**config.mk**
```make
export PLATFORM = sky130hd
export DESIGN_NAME = sccb_register_master_core
export DESIGN_NICKNAME = d
export VERILOG_FILES = /design/src/sccb_pkg.sv /design/src/sccb_front.sv /design/src/sccb_fifo.sv /design/src/sccb_back.sv /design/src/sccb_register_master_core.sv
export SDC_FILE = /design/constraint.sdc
export NUM_CORES = 1
export LEC_CHECK = 0
export BUFFER_PORTS_ARGS = -buffer_cell sky130_fd_sc_hd__buf_2
export CAP_MARGIN = 10
export CORE_MARGIN = 2
export CORE_UTILIZATION = 65
export DETAILED_ROUTE_END_ITERATION = 8
export GPL_ROUTABILITY_DRIVEN = 0
export GPL_TIMING_DRIVEN = 0
export HOLD_SLACK_MARGIN = 0.15
export PLACE_DENSITY = 0.89
export SLEW_MARGIN = 10
export SYNTH_ARGS = -nofsm -noshare
export SYNTH_HDL_FRONTEND = slang
export SYNTH_SLANG_ARGS = --single-unit
```
**constraint.sdc**
```tcl
create_clock -name clk -period 9.35 [get_ports clk]
set_clock_uncertainty 0.1 [all_clocks]
set_input_delay 1.4025 -clock clk [delete_from_list [all_inputs] [get_ports clk]]
set_output_delay 1.4025 -clock clk [all_outputs]
set_load 0.01 [all_outputs]
```
**src/sccb_pkg.sv**
```systemverilog
// ---------------------------------------------------------------------------
// sccb_pkg: shared types and constants for the SCCB register master
// Command codes, config register indexes and the front-to-back tick word.
// ---------------------------------------------------------------------------
package sccb_pkg;

	localparam logic [1:0] CMD_NONE  = 2'd0;
	localparam logic [1:0] CMD_WRITE = 2'd1;
	localparam logic [1:0] CMD_READ  = 2'd2;

	localparam logic [1:0] REG_DEV_ADDR   = 2'd0;
	localparam logic [1:0] REG_HALF_BIT   = 2'd1;
	localparam logic [1:0] REG_WR_ATTEMPT = 2'd2;
	localparam logic [1:0] REG_RD_ATTEMPT = 2'd3;

	// one classified tick, as handed from front to back
	typedef struct packed {
		logic       start;     // valid write/read command
		logic       is_read;
		logic [7:0] reg_addr;
		logic [7:0] data;      // write data or read count
		logic       sda;
	} tick_t;

	typedef struct packed {
		logic       scl;
		logic       sda;
		logic       drive;
		logic [7:0] rx_byte;
		logic       rx_valid;
		logic       rx_last;
		logic       done;
		logic       ok;
		logic       busy;
	} result_t;

endpackage

```
**src/sccb_front.sv**
```systemverilog
// ---------------------------------------------------------------------------
// sccb_front: input decode
// Classifies each incoming tick and packs it into a tick word.
// ---------------------------------------------------------------------------
module sccb_front (
	input  logic [1:0]     command,
	input  logic [7:0]     reg_addr,
	input  logic [7:0]     write_data,
	input  logic [7:0]     read_count,
	input  logic           sda_sample,
	output sccb_pkg::tick_t tick
);
	always_comb begin
		tick.start    = (command == sccb_pkg::CMD_WRITE) || (command == sccb_pkg::CMD_READ);
		tick.is_read  = (command == sccb_pkg::CMD_READ);
		tick.reg_addr = reg_addr;
		tick.data     = tick.is_read ? read_count : write_data;
		tick.sda      = sda_sample;
	end
endmodule

```
**src/sccb_fifo.sv**
```systemverilog
// ---------------------------------------------------------------------------
// sccb_fifo: two-entry register queue
// Decouples the input handshake from the bit sequencer.
// ---------------------------------------------------------------------------
module sccb_fifo #(
	parameter int WIDTH = 8
) (
	input  logic             clk,
	input  logic             arst_n,
	input  logic             push,
	input  logic [WIDTH-1:0] wdata,
	output logic             full,
	input  logic             pop,
	output logic [WIDTH-1:0] rdata,
	output logic             empty
);
	logic [WIDTH-1:0] mem_q [2];
	logic             wp_q, rp_q;
	logic [1:0]       cnt_q;

	assign full  = (cnt_q == 2'd2);
	assign empty = (cnt_q == 2'd0);
	assign rdata = mem_q[rp_q];

	always_ff @(posedge clk) begin
		if (push && !full) mem_q[wp_q] <= wdata;
	end

	always_ff @(posedge clk or negedge arst_n) begin
		if (!arst_n) begin
			wp_q  <= 1'b0;
			rp_q  <= 1'b0;
			cnt_q <= 2'd0;
		end else begin
			if (push && !full) wp_q <= ~wp_q;
			if (pop && !empty) rp_q <= ~rp_q;
			cnt_q <= cnt_q + 2'((push && !full) ? 1 : 0) - 2'((pop && !empty) ? 1 : 0);
		end
	end
endmodule

```
**src/sccb_back.sv**
```systemverilog
// ---------------------------------------------------------------------------
// sccb_back: bit sequencer
// Runs start, byte, ack, stop and receive phases, one tick per step.
// ---------------------------------------------------------------------------
module sccb_back #(
	parameter int DELAY_WIDTH = 16,
	parameter int COUNT_WIDTH = 8
) (
	input  logic              clk,
	input  logic              arst_n,
	input  logic              step,
	input  sccb_pkg::tick_t   tick,
	input  logic [7:0]        dev_addr,
	input  logic [15:0]       half_bit,
	input  logic [7:0]        wr_attempts,
	input  logic [7:0]        rd_attempts,
	output sccb_pkg::result_t res
);
	typedef enum logic [4:0] {
		M_IDLE, M_S0, M_S1, M_S2, M_S3, M_B0, M_B1, M_B2, M_A0, M_A1, M_A2,
		M_P0, M_P1, M_P2, M_R0, M_R1, M_R2, M_K1, M_K2, M_K3
	} phase_t;
	typedef enum logic [3:0] {
		G_START1, G_DEVW, G_REG, G_DATA, G_MIDSTOP, G_START2, G_DEVR, G_RX,
		G_ENDSTOP, G_FAILSTOP
	} stage_t;

	phase_t                 phase_q, ph;
	stage_t                 stage_q, st;
	logic [3:0]             bit_q, bi;
	logic [7:0]             sh_q, sh;
	logic [DELAY_WIDTH-1:0] dly_q, dl;
	logic [COUNT_WIDTH-1:0] att_q, at, lim;
	logic [COUNT_WIDTH-1:0] left_q, bl;
	logic [7:0]             ra_q, ra, hd_q, hd;
	logic                   rd_q, rd;
	logic                   scl_q, sda_q, drv_q, scl, sdl, drv;
	logic [7:0]             rx;
	logic                   rxv, rxl, dn, ok, go;
	logic [DELAY_WIDTH-1:0] h;

	always_comb begin
		ph = phase_q; st = stage_q; bi = bit_q; sh = sh_q; dl = dly_q; at = att_q;
		bl = left_q; ra = ra_q; hd = hd_q; rd = rd_q;
		scl = scl_q; sdl = sda_q; drv = drv_q;
		rx = '0; rxv = 1'b0; rxl = 1'b0; dn = 1'b0; ok = 1'b0; go = 1'b0;
		h = DELAY_WIDTH'(half_bit);
		lim = '0;
		if (phase_q == M_IDLE) begin
			if (tick.start) begin
				rd = tick.is_read; ra = tick.reg_addr; hd = tick.data;
				at = '0; st = G_START1; ph = M_S0; go = 1'b1;
			end
		end else if (dly_q != '0) begin
			dl = dly_q - 1'b1;
		end else begin
			go = 1'b1;
		end
		if (go) begin
			lim = rd ? COUNT_WIDTH'(rd_attempts) : COUNT_WIDTH'(wr_attempts);
			unique case (ph)
				M_S0: begin scl = 1'b1; sdl = 1'b1; drv = 1'b1; ph = M_S1; end
				M_S1: begin drv = 1'b0; ph = M_S2; end
				M_S2: begin
					drv = 1'b1;
					if (!tick.sda) ph = M_P2;          // fail path marker
					else begin sdl = 1'b0; ph = M_S3; end
				end
				M_S3: begin
					scl = 1'b0;
					if (tick.sda) ph = M_P2;
					else begin
						sh = (st == G_START1) ? dev_addr : dev_addr + 8'd1;
						st = (st == G_START1) ? G_DEVW : G_DEVR;
						bi = '0; ph = M_B0;
					end
				end
				M_B0: begin sdl = sh[7]; drv = 1'b1; sh = {sh[6:0], 1'b0}; ph = M_B1; end
				M_B1: begin scl = 1'b1; ph = M_B2; end
				M_B2: begin
					scl = 1'b0; bi = bi + 4'd1;
					if (bi >= 4'd8) begin bi = '0; ph = M_A0; end else ph = M_B0;
				end
				M_A0: begin scl = 1'b0; drv = 1'b0; ph = M_A1; end
				M_A1: begin scl = 1'b1; ph = M_A2; end
				M_A2: begin
					drv = 1'b1; scl = 1'b0;
					unique case (st)
						G_DEVW: begin
							if (tick.sda) begin st = G_FAILSTOP; ph = M_P0; end
							else begin sh = ra; bi = '0; st = G_REG; ph = M_B0; end
						end
						G_DEVR: begin
							if (tick.sda) begin st = G_FAILSTOP; ph = M_P0; end
							else begin
								bl = COUNT_WIDTH'(hd);
								if (bl == '0) begin st = G_ENDSTOP; ph = M_P0; end
								else begin st = G_RX; ph = M_R0; bi = '0; sh = '0; end
							end
						end
						G_REG: begin
							if (rd) begin st = G_MIDSTOP; ph = M_P0; end
							else begin sh = hd; bi = '0; st = G_DATA; ph = M_B0; end
						end
						default: begin st = G_ENDSTOP; ph = M_P0; end
					endcase
				end
				M_P0: begin scl = 1'b0; sdl = 1'b0; drv = 1'b1; ph = M_P1; end
				M_P1: begin scl = 1'b1; ph = M_P2; end
				M_R0: begin drv = 1'b0; scl = 1'b0; ph = M_R1; end
				M_R1: begin scl = 1'b1; ph = M_R2; end
				M_R2: begin
					sh = {sh[6:0], tick.sda}; scl = 1'b0; bi = bi + 4'd1;
					if (bi >= 4'd8) begin
						bi = '0; drv = 1'b1; rx = sh; rxv = 1'b1;
						rxl = (bl == COUNT_WIDTH'(1)); ph = M_K1;
					end else ph = M_R1;
				end
				M_K1: begin sdl = (bl == COUNT_WIDTH'(1)); drv = 1'b1; ph = M_K2; end
				M_K2: begin scl = 1'b1; ph = M_K3; end
				M_K3: begin
					scl = 1'b0; bl = bl - 1'b1;
					if (bl == '0) begin st = G_ENDSTOP; ph = M_P0; end
					else begin ph = M_R0; sh = '0; end
				end
				default: ph = M_IDLE;
			endcase
			// stop completion and failed start share the wrap-up logic
			if (phase_q == M_P2 || (go && (ph == M_P2) && (phase_q == M_S2 ||
			    phase_q == M_S3 || (phase_q == M_IDLE)) && !(phase_q == M_P1))) begin
				if (phase_q == M_P2) sdl = 1'b1;
				if (phase_q == M_P2 && st == G_MIDSTOP) begin st = G_START2; ph = M_S0; end
				else if (phase_q == M_P2 && st != G_FAILSTOP) begin
					ph = M_IDLE; dn = 1'b1; ok = 1'b1;
				end else begin
					at = at + 1'b1;
					if (at == lim) begin ph = M_IDLE; dn = 1'b1; end
					else begin st = G_START1; ph = M_S0; end
				end
			end
			if (ph != M_IDLE) dl = (h == '0) ? '0 : h - 1'b1;
		end
	end

	always_ff @(posedge clk or negedge arst_n) begin
		if (!arst_n) begin
			phase_q <= M_IDLE; stage_q <= G_START1; bit_q <= '0; sh_q <= '0;
			dly_q <= '0; att_q <= '0; left_q <= '0; ra_q <= '0; hd_q <= '0;
			rd_q <= 1'b0; scl_q <= 1'b1; sda_q <= 1'b1; drv_q <= 1'b1;
			res <= '{scl: 1'b1, sda: 1'b1, drive: 1'b1, default: '0};
		end else if (step) begin
			phase_q <= ph; stage_q <= st; bit_q <= bi; sh_q <= sh; dly_q <= dl;
			att_q <= at; left_q <= bl; ra_q <= ra; hd_q <= hd; rd_q <= rd;
			scl_q <= scl; sda_q <= sdl; drv_q <= drv;
			res <= '{scl: scl, sda: sdl, drive: drv, rx_byte: rx, rx_valid: rxv,
			         rx_last: rxl, done: dn, ok: ok, busy: (ph != M_IDLE)};
		end
	end
endmodule

```
**src/sccb_register_master_core.sv**
```systemverilog
// ---------------------------------------------------------------------------
// sccb_register_master_core: SCCB camera register bus master
// Tick-driven bit sequencer with decoupled input queue and output register.
// ---------------------------------------------------------------------------
// Usage:
//  Each request on the input channel is one bus tick: an optional command
//  (write one register, or read a run) and the sampled data line level.
//  Every accepted request yields exactly one result on the output channel:
//  pin levels, any received byte, done/success and busy flags.
//  A two-entry queue sits between the input decode and the sequencer;
//  the sequencer advances one tick per clock whenever a request is queued
//  and its output register is free or being drained.
//  Throughput: one request per clock while the output is not stalled. A
//  request is written into the queue and then passes the sequencer result
//  register before its result is valid.
//  When the receiver stalls, the result holds, the sequencer pauses and
//  the queue fills; the input then deasserts ready. Bus timing is in
//  ticks, so stalls do not distort it.
//  Config writes (index 0..3) are taken at any time; they must only be
//  issued while the block is idle. Reset: idle, pins driven high,
//  registers at their default values.
// ---------------------------------------------------------------------------
module sccb_register_master_core #(
	parameter int DELAY_WIDTH = 16,
	parameter int COUNT_WIDTH = 8
) (
	input  logic        clk,
	input  logic        arst_n,
	input  logic        in_valid,
	output logic        in_ready,
	input  logic [1:0]  command,
	input  logic [7:0]  reg_addr,
	input  logic [7:0]  write_data,
	input  logic [7:0]  read_count,
	input  logic        sda_sample,
	output logic        out_valid,
	input  logic        out_ready,
	output logic        scl_level,
	output logic        sda_level,
	output logic        sda_drive,
	output logic [7:0]  rx_byte,
	output logic        rx_valid,
	output logic        rx_last,
	output logic        done_res,
	output logic        success,
	output logic        busy_res,
	input  logic        cfg_valid,
	output logic        cfg_ready,
	input  logic [1:0]  cfg_index,
	input  logic [15:0] cfg_data
);
	sccb_pkg::tick_t   tick_in, tick_q;
	sccb_pkg::result_t res;
	logic              full, empty, step, ov_q;
	logic [7:0]        dev_q, wra_q, rda_q;
	logic [15:0]       half_q;

	assign cfg_ready = 1'b1;
	always_ff @(posedge clk or negedge arst_n) begin
		if (!arst_n) begin
			dev_q <= 8'd66; half_q <= 16'd100; wra_q <= 8'd20; rda_q <= 8'd30;
		end else if (cfg_valid) begin
			unique case (cfg_index)
				sccb_pkg::REG_DEV_ADDR:   dev_q  <= cfg_data[7:0];
				sccb_pkg::REG_HALF_BIT:   half_q <= cfg_data;
				sccb_pkg::REG_WR_ATTEMPT: wra_q  <= cfg_data[7:0];
				sccb_pkg::REG_RD_ATTEMPT: rda_q  <= cfg_data[7:0];
				default: ;
			endcase
		end
	end

	sccb_front u_front (
		.command, .reg_addr, .write_data, .read_count, .sda_sample, .tick(tick_in)
	);

	assign in_ready = !full;
	assign step     = !empty && (!ov_q || out_ready);

	sccb_fifo #(.WIDTH($bits(sccb_pkg::tick_t))) u_fifo (
		.clk, .arst_n, .push(in_valid), .wdata(tick_in), .full,
		.pop(step), .rdata(tick_q), .empty
	);

	sccb_back #(.DELAY_WIDTH(DELAY_WIDTH), .COUNT_WIDTH(COUNT_WIDTH)) u_back (
		.clk, .arst_n, .step, .tick(tick_q), .dev_addr(dev_q), .half_bit(half_q),
		.wr_attempts(wra_q), .rd_attempts(rda_q), .res
	);

	// output valid register; payload lives in the sequencer result register
	always_ff @(posedge clk or negedge arst_n) begin
		if (!arst_n) ov_q <= 1'b0;
		else if (step) ov_q <= 1'b1;
		else if (out_ready) ov_q <= 1'b0;
	end

	assign out_valid = ov_q;
	assign scl_level = res.scl;
	assign sda_level = res.sda;
	assign sda_drive = res.drive;
	assign rx_byte   = res.rx_byte;
	assign rx_valid  = res.rx_valid;
	assign rx_last   = res.rx_last;
	assign done_res  = res.done;
	assign success   = res.ok;
	assign busy_res  = res.busy;

	// success only reported with done
	a_ok_done: assert property (@(posedge clk) disable iff (!arst_n)
		out_valid && success |-> done_res) else $error("success without done");
	// last flag only with a received byte
	a_last_rx: assert property (@(posedge clk) disable iff (!arst_n)
		out_valid && rx_last |-> rx_valid) else $error("rx_last without rx_valid");
	// a stalled result holds its clock level and data-line drive enable
	a_hold: assert property (@(posedge clk) disable iff (!arst_n)
		out_valid && !out_ready |=> $stable(scl_level) && $stable(sda_drive))
		else $error("result changed under stall");
endmodule
```
Word-level counts from Yosys, hierarchy flattened --
Memory sizes are Yosys's and may differ from the RTL's. Cells that the tools add are included.
Word-level totals: memories 1, bits in writable memories 38, output and inout port bits 19, input bits 50, register bits after elaboration 131, word-level logic and storage cells 243
Operators by class: reduce and logical (&&, ||, !) cells 48, multiplexer cells 110, equal/unequal tests 46, add/subtract/negate cells 8, $lt $le $gt $ge 1, bitwise logic cells 2
Memories:
- u_fifo.mem_q | words 2, bits a word 19, rd ports 1, clocked after Yosys merged registers in 0, write ports 1, RTL line sccb_fifo.sv:17 | logic [WIDTH-1:0] mem_q [2];
Operator list (number):
- $mux W8 | 24
- $mux W4 | 23
- $pmux W5 S18 | 1
- $mux W16 | 5
- $eq A5 B4 Y1 const B | 10
- $mux W5 | 10
- $pmux W4 S3 | 4
- $pmux W8 S5 | 1
- $mux W1 | 32
- $sub A16 B1 Y16 const B | 2
- $eq A5 B3 Y1 const B | 5
- $pmux W8 S3 | 1
- $eq A5 B5 Y1 const B | 4
- $add A8 B1 Y8 const B | 2
- $logic_not A16 Y1 | 1
- $logic_not A8 Y1 | 2
- $pmux W8 S2 | 1
- $reduce_bool A16 Y1 | 1
- $eq A5 B2 Y1 const B | 3
- $pmux W5 S3 | 1
- $reduce_bool A5 Y1 | 3
- $mux W3 | 4
- $ne A3 B3 Y1 const B | 4
- $reduce_or A6 Y1 | 2
- 38 further kinds | 69

Depth between registers and ports, before layout --
An unclocked memory read counts as a cell.
depth in word-level cells 19, mapped depth 19, gate-level depth less buffers 13

By module --
From an unflattened synthesis, not the netlist that was laid out.
Second synthesis, totals: cell total of the unflattened synthesis 987, area total of the unflattened synthesis 10053.4 sq um
By module, submodules not included:
- sccb_back | seq. area each 2155.8 sq um, area each 6585.1 sq um, times used 1, cells an instance 794
- sccb_fifo | seq. area each 1241.2 sq um, area each 1659.1 sq um, times used 1, cells an instance 79
- sccb_register_master_core | seq. area each 1039.7 sq um, area each 1590.3 sq um, times used 1, cells an instance 93
- sccb_front | seq. area each 0.0 sq um, area each 219.0 sq um, times used 1, cells an instance 21

Worst setup path after synthesis --
Ideal clock, no wire load.
path kind register to register, start reg u_fifo.rp_q, end reg u_back.dly_q[10], buffers on the path 5, library setup time 0.131 ns, data required time 9.119 ns, cell stages (with the launch flop) 18, clock period less this slack 4.365 ns, data arrival time 4.134 ns, setup slack 4.985 ns, cell sequence dfrtp_1 > buf_2 > mux2_2 > nand3_1 > clkbuf_1 > clkbuf_1 > clkbuf_1 > and2_1 > ha_1 > nand2b_1 > a211o_1 > and3_1 > o31ai_1 > nand4b_1 > a311o_1 > buf_6 > a32o_1 > or3_1
On the way: word-level cells in the longest chain between the ends 19, elaborated cells on any way between the ends 75
Ends and longest elaborated chain:
- start, declared | RTL line sccb_fifo.sv:18 | logic wp_q, rp_q;
- start signal, assigned | RTL line sccb_fifo.sv:36 | if (pop && !empty) rp_q <= ~rp_q;
- $mem_v2 Z2 W19 (*)
- $mux W8 | RTL line sccb_back.sv:50 | if (tick.start) begin
- $mux W8 | RTL line sccb_back.sv:49 | if (phase_q == M_IDLE) begin
- $logic_not A8 Y1 | RTL line sccb_back.sv:97 | if (bl == '0) begin st = G_ENDSTOP; ph = M_P0; end
- $mux W3 | RTL line sccb_back.sv:97
- $mux W5 | RTL line sccb_back.sv:94 | if (tick.sda) begin st = G_FAILSTOP; ph = M_P0; end
- $pmux W5 S3 | RTL line sccb_back.sv:88 | unique case (st)
- $pmux W5 S18 | RTL line sccb_back.sv:61 | unique case (ph)
- [2 not listed]
- $logic_and A1 B1 Y1 (2 in a row) | RTL line sccb_back.sv:129 | if (phase_q == M_P2 || (go && (ph == M_P2) && (phase_q == M_S2 ||
- $logic_and A1 B1 Y1 | RTL line sccb_back.sv:130 | phase_q == M_S3 || (phase_q == M_IDLE)) && !(phase_q == M_P1))) begin
- $logic_or A1 B1 Y1 | RTL line sccb_back.sv:129
- $mux W5 | RTL line sccb_back.sv:129
- $mux W5 | RTL line sccb_back.sv:59 | if (go) begin
- $reduce_bool A5 Y1 | RTL line sccb_back.sv:141 | if (ph != M_IDLE) dl = (h == '0) ? '0 : h - 1'b1;
- $mux W16 | RTL line sccb_back.sv:141
- $mux W16 (*) | RTL line sccb_back.sv:59
- end signal, assigned | RTL line sccb_back.sv:152 | phase_q <= ph; stage_q <= st; bit_q <= bi; sh_q <= sh; dly_q <= dl;
- end, declared | RTL line sccb_back.sv:32 | logic [DELAY_WIDTH-1:0] dly_q, dl;
Every way passes the cells marked *; elsewhere a longest branch is shown, timed or not. The select of a mux whose other input is x is not followed. A chain may end at the register's enable or synchronous reset.

Worst setup path after layout --
start reg u_back.phase_q[0], end reg u_back.dly_q[1]
On the way: word-level cells in the longest chain between the ends 18, elaborated cells on any way between the ends 74
Ends and longest elaborated chain:
- start, declared | RTL line sccb_back.sv:28 | phase_t phase_q, ph;
- start signal, assigned | RTL line sccb_back.sv:152
- $logic_not A5 Y1 | RTL line sccb_back.sv:49, sccb_back.sv:130
- $mux W8 | RTL line sccb_back.sv:49
- $logic_not A8 Y1 | RTL line sccb_back.sv:97
- $mux W3 | RTL line sccb_back.sv:97
- $mux W5 | RTL line sccb_back.sv:94
- $pmux W5 S3 | RTL line sccb_back.sv:88
- $pmux W5 S18 | RTL line sccb_back.sv:61
- $mux W5 | RTL line sccb_back.sv:59
- $eq A5 B4 Y1 | RTL line sccb_back.sv:129
- $logic_and A1 B1 Y1 (2 in a row) | RTL line sccb_back.sv:129
- $logic_and A1 B1 Y1 | RTL line sccb_back.sv:130
- $logic_or A1 B1 Y1 | RTL line sccb_back.sv:129
- $mux W5 | RTL line sccb_back.sv:129
- $mux W5 | RTL line sccb_back.sv:59
- $reduce_bool A5 Y1 | RTL line sccb_back.sv:141
- $mux W16 | RTL line sccb_back.sv:141
- $mux W16 (*) | RTL line sccb_back.sv:59
Marked as above.

==> flow_metrics.py <==
metrics = {
    "floorplan": {
        "initial_utilization_pct": 65.9,
        "coreArea_um2": 15000,
        "die_w_um": 127,
        "dieHeight_um": 127,
        "row_count": 45,
        "ios": 69,
        "die_area_um2": 16200,
    },
    "global_routing": {
        "grt_max_degree": 93,
        "antenna_found_initial": 0,
        "gr-total-overflow": 0,
        "grt_first_pass_wirelength_um": 43700,
        "grt_pass1_vias": 8274,
        "grt_use_total_pct": 34.5,
    },
    "worst_setup_path": {
        "reg2reg_depth": 17,
        "endpoint": "u_back.dly_q[1]",
        "cp_max_fo": 10,
        "startpoint": "u_back.phase_q[0]",
        "ff2ff_setup_slack_ns": 3.42,
        "worstReg2RegEnd": "u_back.dly_q[1]",
        "end_kind": "flip-flop",
        "cp-start-kind": "flip-flop",
        "cp.required_ns": 9.57,
        "timing.rr.start": "u_back.phase_q[0]",
        "path_class": "reg2reg",
        "worstPathArrival_ns": 6.15,
    },
    "power": {
        "power.leakage_nw": 4.46,
        "p_total_w": 0.00207,
        "powerDensity_nw_per_um2": 186,
        "peakVddDrop_mv": 0.299,
    },
    "logic_synthesis": {
        "synth_edf_count": 38,
        "yosys.area.top_type": "dfrtp_1",
        "synth-seq-area-share_pct": 44.8,
        "syn-num-nets": 1075,
        "avgSynthCellArea_um2": 9.77,
        "synth_top_flop_cell": "dfrtp_1",
        "yosys_register_bits": 169,
        "synth.distinct_cells": 87,
        "synth_area_um2": 9900,
        "yosys_warnings": 0,
        "synthArstFlopShare_pct": 77.5,
        "synthCells": 1014,
        "synthTopCellsByArea": "dfrtp_1 30%, edfxtp_1 12%, mux2_2 6.0%",
        "netlist.area_leader.share_pct": 29.6,
    },
    "detailed_routing": {
        "wl_per_cell_um": 20.9,
        "firstDrtPassIters": 6,
        "via_per_inst": 6.88,
        "drt_wl_total_um": 27200,
        "postRouteAntennaNets": 0,
        "vias": 8967,
        "drc_errors": 0,
        "drtIter0Drc": 1427,
    },
    "min_path": {
        "hold_class": "reg2reg",
        "hold_depth": 2,
    },
    "placed_design": {
        "hpwl_um": 19500,
        "place_area_um2": 10500,
        "portBuffers": 67,
    },
    "sta": {
        "holdWs_ns": 0.369,
        "setup_viol": 0,
        "slew_headroom_pct": 15.7,
        "drv_slew": 0,
        "setup-tns-final_ns": 0,
        "tightest_slew_ns": 1.26,
        "fin_crit_ns": 5.93,
        "fmax_mhz": 169,
        "rsz0062_at_grt": "false",
        "fin_crit_sh_pct": 63.4,
        "hold_viol": 0,
    },
    "finish": {
        "n_antenna_cell": 0,
        "area_growth_pct": 12.1,
        "fin_util_pct": 73.9,
        "mostFrequentLayoutCells": "117 x dfrtp_1, 100 x nand2_1, 77 x buf_2, 68 x o21ai_0, 67 x nor2_1",
        "drive_above_1_share_pct": 18.9,
        "n_fill_cell": 1041,
        "design_area_um2": 11100,
        "layout_commonest_cell": "dfrtp_1",
        "layout.nets": 1163,
    },
    "clock_network": {
        "clkLatencyLatePin_ns": 0.44,
        "cts_tree": "done",
        "post_cts.repair.setup_buffers": 0,
        "cts_hold_buf": 0,
        "cts.repair.resized": 0,
        "h-tree-depth": 4,
        "cts_sinks": 169,
        "cts-root-buf": "clkbuf_16",
        "cts_buffers": 17,
        "path_clk_slew_ns": 0.07,
        "clockBufferDepth": 2,
    },
    "status": {
        "status": "finished, final reports clean",
    },
    "job": {
        "max-cap-violations": 0,
    },
}
[state kept, by name (all words and copies together), names as in the netlist]
register and cells:
half_q 16, u_back.res 15, u_fifo.wp_q 1, u_back.bit_q 4, u_fifo.mem_q 38, u_back.phase_q 5, u_back.sh_q 8, u_back.stage_q 4
wra_q 8, u_back.scl_q 1, u_back.dly_q 16, u_back.att_q 8, u_back.ra_q 8, u_back.rd_q 1, u_back.hd_q 8, rda_q 8
u_back.left_q 8, out_valid 1, dev_q 8, u_fifo.rp_q 1, u_fifo.cnt_q 2
[how the worst min path moves through the flow]
stage,start,end,slack [ns]
final,u_back.res[13],u_back.res[13],0.37
after global routing,u_back.res[5],u_back.res[5],0.39
after CTS,u_back.res[13],u_back.res[13],0.37
after detailed placement,u_back.res[13],u_back.res[13],0.36
after global placement,u_back.res[13],u_back.res[13],0.35
after floorplan,u_back.ra_q[3],u_back.ra_q[3],0.35
[metrics by stage]
stage          instances  setup slack, ns
2_1_floorplan       1014             4.99
3_3_place_gp        1269             3.75
3_5_place_dp        1271             3.70
4_1_cts             1303             3.67
5_1_grt             1303             3.29
6_report            1303             3.42
[synth_stat cells, types with 6 or more instances]
library cell and n:
nand2b_1 18, dfrtp_1 117, o211ai_1 21, o22ai_1 6, edfxtp_1 38, mux2i_1 26
dfstp_2 14, nor3_1 32, and2_1 9, ha_1 11, o2111ai_1 7, o21a_1 11
or3_1 7, nor2_1 68, and3_1 9, mux2_2 53, nor4_1 15, clkbuf_1 42
o31ai_1 10, buf_2 11, a21oi_1 42, nand3_1 29, nand2_1 100, a31oi_1 11
xor2_1 12, nand4_1 25, o21ai_0 68, xnor2_1 20, inv_1 19, a211oi_1 6
nor2b_1 6, a22o_1 18, or4_1 8, o311a_1 8
[final cells by class]
type                            instances  area [µm²]  area share [%]
Inverter                               22        82.6           0.744
Multi-Input combinational cell        759        5100            45.9
Tap cell                              188         235            2.12
Clock buffer                           18         429            3.86
Buffer                                 64         288            2.59
Timing Repair Buffer                   69         384            3.46
Clock inverter                         14         151            1.36
Sequential cell                       169        4440            40.0
[critical path, stage by stage, from the launching register on]
cell      delay [ns]
dfrtp_1         0.47
nor4_2          0.79
nand3_1         0.40
clkbuf_1        0.39
clkbuf_1        0.31
clkbuf_1        0.32
and2_1          0.26
ha_1            0.27
inv_1           0.13
nand2_1         0.06
a211o_1         0.33
and3_1          0.19
o31ai_1         0.26
nand4b_1        0.27
a311o_1         0.51
and2_1          0.23
buf_2           0.20
o311a_1         0.30
[layer usage]
metal | global-route usage (%) | share of wire [%]
met5 | 0 | 0
met4 | 13.4 | 3.6
met3 | 8.33 | 11
met2 | 53.6 | 45
met1 | 47.1 | 40
[kinds of logic after synthesis]
logic type / share of synthesized area, %
XOR/XNOR: 2.83
buffers and inverters: 3.74
other: 0.0379
flip-flops: 44.8
multiplexers: 8.65
AND/OR/NAND/NOR: 19.0
AO/OA/AOI/OAI: 19.6
adder cells (fa/ha/maj): 1.39
[report_power, final]
group	switching [W]	internal, W
clock	0.000324	0.000378
sequential	0.0000654	0.000859
combinational	0.000277	0.000165
No activity file was read; power rests on OpenSTA's default activity.
